--- src/rtl/xxh64_pkg.sv ---
`default_nettype none
package xxh64_pkg;

  localparam logic [63:0] PR1 = 64'h9E3779B185EBCA87;
  localparam logic [63:0] PR2 = 64'hC2B2AE3D27D4EB4F;
  localparam logic [63:0] PR3 = 64'h165667B19E3779F9;
  localparam logic [63:0] PR4 = 64'h85EBCA77C2B2AE63;
  localparam logic [63:0] PR5 = 64'h27D4EB2F165667C5;
  localparam logic [63:0] STRIPE_BYTES = 64'd32;

  typedef struct packed {
    logic [63:0] word;
    logic [3:0]  n;
    logic        last;
    logic        first;
  } item_t;

  typedef enum logic [4:0] {
    ST_IDLE,
    ST_RND_MUL,
    ST_RND_ACC,
    ST_RND_FIN,
    ST_CONV,
    ST_MRG_A,
    ST_MRG_B,
    ST_MRG_C,
    ST_MRG_D,
    ST_LEN,
    ST_W_A,
    ST_W_B,
    ST_W_C,
    ST_W_D,
    ST_W_E,
    ST_H4_A,
    ST_H4_B,
    ST_H4_C,
    ST_B_A,
    ST_B_B,
    ST_B_C,
    ST_AV_A,
    ST_AV_B,
    ST_AV_C,
    ST_OUT
  } state_t;

  function automatic logic [63:0] rotl(input logic [63:0] x, input logic [5:0] r);
    logic [127:0] d;
    begin
      d = {x, x} << r;
      rotl = d[127:64];
    end
  endfunction

endpackage
`default_nettype wire

--- src/rtl/xxh64_front.sv ---
`default_nettype none
module xxh64_front (
  input  wire logic            clk,
  input  wire logic            rst_n,
  input  wire logic            in_valid,
  output logic                 in_ready,
  input  wire logic [63:0]     in_word,
  input  wire logic [3:0]      in_count,
  input  wire logic            in_last,
  output logic                 q_valid,
  input  wire logic            q_ready,
  output xxh64_pkg::item_t     q_item
);
  // two-entry queue of classified items
  xxh64_pkg::item_t mem_r [2];
  logic       wp_r, rp_r;
  logic [1:0] cnt_r;
  logic       in_msg_r;
  xxh64_pkg::item_t cls;
  logic push, pop;

  always_comb begin
    cls.word  = in_word;
    cls.last  = in_last;
    cls.first = ~in_msg_r;
    if (!in_last) cls.n = 4'd8;
    else if (in_count > 4'd8) cls.n = 4'd8;
    else cls.n = in_count;
  end

  assign in_ready = (cnt_r != 2'd2);
  assign push     = in_valid & in_ready;
  assign q_valid  = (cnt_r != 2'd0);
  assign pop      = q_valid & q_ready;
  assign q_item   = mem_r[rp_r];

  always_ff @(posedge clk) begin
    if (push) mem_r[wp_r] <= cls;
  end

  always_ff @(posedge clk) begin
    if (!rst_n) begin
      wp_r <= 1'b0;
      rp_r <= 1'b0;
      cnt_r <= 2'd0;
      in_msg_r <= 1'b0;
    end else begin
      if (push) begin
        wp_r <= ~wp_r;
        in_msg_r <= ~in_last;
      end
      if (pop) rp_r <= ~rp_r;
      cnt_r <= cnt_r + {1'b0, push} - {1'b0, pop};
    end
  end
endmodule
`default_nettype wire

--- config.mk ---
export PLATFORM = sky130hd
export DESIGN_NAME = xxh64_front
export DESIGN_NICKNAME = d
export VERILOG_FILES = /design/src/rtl/xxh64_pkg.sv /design/src/rtl/xxh64_front.sv
export SDC_FILE = /design/constraint.sdc
export NUM_CORES = 1
export LEC_CHECK = 0
export ABC_AREA = 1
export BUFFER_PORTS_ARGS = -buffer_cell sky130_fd_sc_hd__buf_4
export CELL_PAD_IN_SITES_DETAIL_PLACEMENT = 1
export CELL_PAD_IN_SITES_GLOBAL_PLACEMENT = 1
export CORE_ASPECT_RATIO = 0.6
export CORE_MARGIN = 8
export CORE_UTILIZATION = 30
export CTS_CLUSTER_SIZE = 28
export DETAILED_ROUTE_END_ITERATION = 7
export GPL_TIMING_DRIVEN = 0
export HOLD_SLACK_MARGIN = 0.1
export PLACE_DENSITY_LB_ADDON = 0.1
export SETUP_SLACK_MARGIN = 0.05
export SYNTH_ARGS = -nofsm -noshare
export SYNTH_HDL_FRONTEND = slang
export SYNTH_SLANG_ARGS = --single-unit
--- constraint.sdc ---
create_clock -name clk -period 10.7 [get_ports clk]
set_input_delay 2.14 -clock clk [delete_from_list [all_inputs] [get_ports clk]]
set_output_delay 2.14 -clock clk [all_outputs]
set_load 0.02 [all_outputs]
==> flow_summary.json, run 1 <==
{
  "rows": 39,
  "startpoint_type": "flip-flop",
  "antenna_found_initial": 0,
  "crit_path_end_kind": "output pin",
  "syn_area_per_cell_um2": 21.40,
  "start_util_pct": 30.34,
  "synthesis.area_mm2": 0.005714,
  "final_common_cell": "buf_4",
  "grt_max_degree": 29,
  "antenna_left": 0,
  "drc_errors": 0,
  "fmax_ghz": 0.2673,
  "cts_buffer_depth": 2,
  "routedWlPerCell_um": 17.30,
  "critPathKind": "flip-flop to output pin",
  "fill_cells": 1831,
  "track_usage_pct": 10.07,
  "cts-resized-gates": 0,
  "grt_setup_unrepaired": "false",
  "drt-total-wl_mm": 11.95,
  "drv_slew": 0,
  "path_max_fanout": 10,
  "hold_buffers": 0,
  "vias": 2866,
  "ys_top_cells_by_area": "edfxtp_1 74%, mux2_4 18%, buf_12 2.5%, dfxtp_1 2.1%, inv_1 0.85%",
  "ir_worst_vdd_mv": 0.08611,
  "grt_pass1_wl_mm": 17.84,
  "wl_met1_mm": 5.457,
  "cts.sinks": 146,
  "dr_wl_met2_mm": 5.260,
  "clock_latency_ps": 420,
  "root_buffer": "clkbuf_16",
  "first_global_vias": 3051,
  "final_cell_mix": "144 x buf_4, 140 x edfxtp_1, 70 x mux2_4",
  "yosysWarnings": 0,
  "setup_tns_ps": 0,
  "met3WireLength_mm": 1.100,
  "drt_pass1_iterations": 4,
  "synth_fp_nets": 341,
  "synth_top_area_share_pct": 73.57,
  "syn_to_final_growth_pct": 35.82,
  "power.density_mw_per_mm2": 247.8,
  "layout-drive-gt1-share_pct": 58.43,
  "hold_viol": 0,
  "gp_congestion": 0.6576,
  "synth-seq-area-share_pct": 75.67,
  "min_period_ps": 3741,
  "insertedDiodeCount": 0,
  "ys_types": 17,
  "drv_cap": 0,
  "globalRouteOverflowTotal": 0,
  "fp.dieH_um": 122.9,
  "status": "completed",
  "fin_ws_ps": 6959,
  "path_clk_slew_ps": 60,
  "required_ps": 8560,
  "vias_per_cell": 4.148,
  "place_hpwl_mm": 8.532,
  "drt_iter0_markers": 107,
  "yosys.area.top_type": "edfxtp_1",
  "io_pins": 145,
  "highest_layer": "met4",
  "final-setup-viol-count": 0,
  "cp_slowest_stage_delay_ps": 320,
  "htree_levels": 4,
  "fin_skew_ps": 10.01,
  "numCtsBuffers": 17,
  "post_cts_buffers": 0,
  "dieWidth_um": 194.2,
  "core_mm2": 0.01884,
  "worstPathCellList": "buf_6 -> buf_12 -> mux2_4 -> buf_4",
  "die_area_mm2": 0.02387,
  "syn_inst": 267,
  "power_leakage_uw": 0.003050,
  "maxSlewHeadroom_pct": 47.01,
  "critPathSlowestCell": "dfxtp_1",
  "worst_pin_slew_ps": 793.0,
  "period_share_pct": 34.96,
  "synth-seq-cells": 146,
  "worst_hold_path_type": "flip-flop to flip-flop",
  "worst_ep_arrival_time_ps": 1600,
  "place_ws_ps": 7010,
  "nets": 508,
  "port_buffers": 144,
  "cts_tree": "yes"
}
## per-layer routing
layer  vias to the layer above  global-route usage, %
met5                         -                      0
met4                         0                  3.848
met3                        10                  5.762
met2                        92                  14.74
met1                      1413                  12.24
li1                       1351                      -
## flip-flops by register name, indices dropped and copies added, names as in the netlist, named ones only
| name | cells |
|---|---|
| in_msg_r | 1 |
| mem_r | 140 |
| cnt_r | 2 |
| wp_r | 1 |
| rp_r | 1 |
## area by class of cell
class / instances / area (um^2) / share of cell area, %
Buffer: 8 / 151.4 / 1.951
Sequential cell: 146 / 4324 / 55.72
Clock buffer: 18 / 429.2 / 5.530
Inverter: 13 / 48.80 / 0.6287
Multi-Input combinational cell: 100 / 1205 / 15.52
Tap cell: 246 / 307.8 / 3.966
Timing Repair Buffer: 148 / 1161 / 14.96
Clock inverter: 12 / 133.9 / 1.725
## worst paths after layout
path,startpoint,to,slack (ps),cells past startpoint
max,flip-flop,q_item[66],6960,4
min,in_msg_r,mem_r[1][0],470,1
max reg2reg,cnt_r[0],mem_r[0][20],8790,5
min reg2reg,in_msg_r,mem_r[1][0],470,1
## through the flow
step	hold WS (ps)	util, %	std cells	area [um^2]	total power, uW
after global placement	459.6	37.71	657	7103	1378
final	473.9	41.21	691	7761	1923
after floorplan	443.3	-	267	5714	1154
after CTS	471.8	41.21	691	7761	1962
after detailed placement	461.0	38.22	661	7198	1386
after global routing	489.8	41.21	691	7761	2012
## power by group
group          internal [uW]  leakage [uW]  switching (uW)
logic                    304       0.00142             308
registers                725       0.00136            21.0
clock network            342      0.000273             225
total                   1370       0.00305             553
## cell usage after synthesis
| library cell | n |
|---|---|
| a21oi_1 | 1 |
| buf_12 | 7 |
| buf_6 | 1 |
| dfxtp_1 | 6 |
| edfxtp_1 | 140 |
| ha_1 | 1 |
| inv_1 | 13 |
| mux2_4 | 70 |
| nand2_1 | 8 |
| nand2_2 | 1 |
| nand3_1 | 1 |
| nor2_1 | 13 |
| nor2_2 | 1 |
| o21ai_0 | 1 |
| o21ai_1 | 1 |
| or2_2 | 1 |
| xnor2_1 | 1 |
## worst max-delay path: cells and delay by family, from the launching register on
| kind | cells | cell delay (ps) |
|---|---|---|
| buffers and inverters | 3 | 540 |
| flip-flops | 1 | 320 |
| multiplexers | 1 | 320 |
## cells by family after synthesis
kind of cell	Yosys count	share of synthesized area, %
xor gates and xnor gates	1	0.1533
buffers and inverters	21	3.503
adders and majority gates	1	0.2189
AOI/OAI and AO/OA	3	0.2625
muxes	70	18.39
and+or+nand+nor	25	1.796
DFF	146	75.67
(Power assumes the default switching activity.)
==> inputs of run 2 (changes only) <==
- clock period: 10.7 -> 3.1 ns (I/O delays scaled with it)
==> run 2 against run 1 <==
  * Via count down 0.80%
  * Sequential cell count unchanged
  * Global-route usage up 0.52 points
  * Total power rose to 3.5 times the previous value
==> flow_summary.json, run 2 (synthesis gave the netlist of run 1 again) <==
{
  "r2r_start": "cnt_r[0]",
  "layout-drive-gt1-share_pct": 58.39,
  "path_max_fanout": 10,
  "numCtsBuffers": 17,
  "final_cell_mix": "144 x buf_4, 140 x edfxtp_1, 70 x mux2_4",
  "post-place-cells": 662,
  "insertedDiodeCount": 0,
  "holdPathStages": 1,
  "cts-resized-gates": 0,
  "place_ws_ps": 744.8,
  "final_cell_area_mm2": 0.007800,
  "largest_register": "mem_r",
  "root_buffer": "clkbuf_16",
  "drv_slew": 0,
  "globalRouteOverflowTotal": 0,
  "drv_cap": 0,
  "vias": 2843,
  "hold_buffers": 0,
  "grt_setup_unrepaired": "false",
  "fin_skew_ps": 7.356,
  "vias_per_cell": 4.102,
  "place_area_mm2": 0.007233,
  "hold_viol": 0,
  "worst_hold_path_type": "primary input to flip-flop",
  "drt-total-wl_mm": 12.44,
  "largest_reg_flops": 140,
  "port_buffers": 144,
  "period_share_pct": 71.53,
  "antenna_left": 0,
  "syn_to_final_growth_pct": 36.50,
  "required_ps": 2480,
  "cts_buffer_depth": 2,
  "track_usage_pct": 10.59,
  "status": "completed",
  "startpoint_type": "flip-flop",
  "maxSlewHeadroom_pct": 49.40,
  "cts.sinks": 146,
  "antenna_found_initial": 0,
  "first_global_vias": 3256,
  "reg_top3": "mem_r (140), cnt_r (2)",
  "htree_levels": 4,
  "gp_congestion": 0.6998,
  "fin_ws_ps": 882.5,
  "die_area_mm2": 0.02387,
  "grt_max_degree": 27,
  "power_uw": 6669,
  "nets": 509,
  "power.density_mw_per_mm2": 855.1,
  "drt_pass1_iterations": 4,
  "drc_errors": 0,
  "ir_worst_vdd_mv": 0.2966,
  "grt_pass1_wl_mm": 18.59,
  "post_cts_buffers": 0,
  "power_leakage_uw": 0.003067,
  "critPathKind": "flip-flop to output pin",
  "place_hpwl_mm": 8.974,
  "routedWlPerCell_um": 17.96,
  "fmax_ghz": 0.4510,
  "clock_latency_ps": 410,
  "worst_ep_arrival_time_ps": 1600,
  "path_clk_slew_ps": 60,
  "min_period_ps": 2218,
  "drt_iter0_markers": 86,
  "fp.dieH_um": 122.9,
  "r2r_cells": 6,
  "hold_start": "in_word[0]",
  "core_mm2": 0.01884,
  "rows": 39,
  "final_common_cell": "buf_4",
  "final-setup-viol-count": 0,
  "crit_path_end_kind": "output pin",
  "io_pins": 145,
  "fin_cells": 693,
  "dieWidth_um": 194.2,
  "worst_pin_slew_ps": 757.2,
  "cts_tree": "yes",
  "start_util_pct": 30.34
}
[run 2: changes by cell type in the layout (fill, tap and decap cells not counted)]
cell	previous run	this run
buf_16	0	2
buf_12	11	10
clkinv_1	0	1
clkinv_4	2	3
inv_6	3	2
[run 2: final timing paths]
| path | end | slack (ps) |
|---|---|---|
| setup / recovery | q_item[57] | 880 |
| hold reg to reg | mem_r[1][0] | 480 |
| setup reg to reg | mem_r[1][15] | 1020 |
| hold / removal | mem_r[0][6] | 390 |
[run 2: critical path: stages (launching register included)]
cell     delay (ps)
dfxtp_1         320
buf_6           200
buf_12          180
mux2_4          320
buf_4           160
[run 2: layout make-up]
class / count / area (um^2)
plain buffers: 8 / 151.4
clock inverters: 13 / 137.6
multi-input cells: 100 / 1205
clock buffers: 18 / 429.2
fillers: 1858 / 11040
well taps: 246 / 307.8
repair buffers: 149 / 1196
inverters: 13 / 48.80
flip-flops and latches: 146 / 4324
[run 2: per-layer routing]
metal	routed length (um)	up-vias	part of all wire (%)	track usage, %
li1	-	1350	-	-
met1	5680	1397	46	12.76
met2	5610	89	45	16.08
met3	1073	7	8.6	5.790
met4	80	0	0.64	3.563
met5	0	-	0	0
[run 2: power breakdown]
part           switching (uW)  internal [uW]
Clock                     779           1180
Combinational            1060           1070
Sequential               74.3           2500
[run 2: through the flow]
step / util [%] / setup TNS, ps / hold slack [ps]
2_1_floorplan: - / 0 / 443.3
3_3_place_gp: 37.74 / -193890 / 453.6
3_5_place_dp: 38.40 / 0 / 472.8
4_1_cts: 41.41 / 0 / 360.3
5_1_grt: 41.41 / 0 / 360.9
6_report: 41.41 / 0 / 390.8
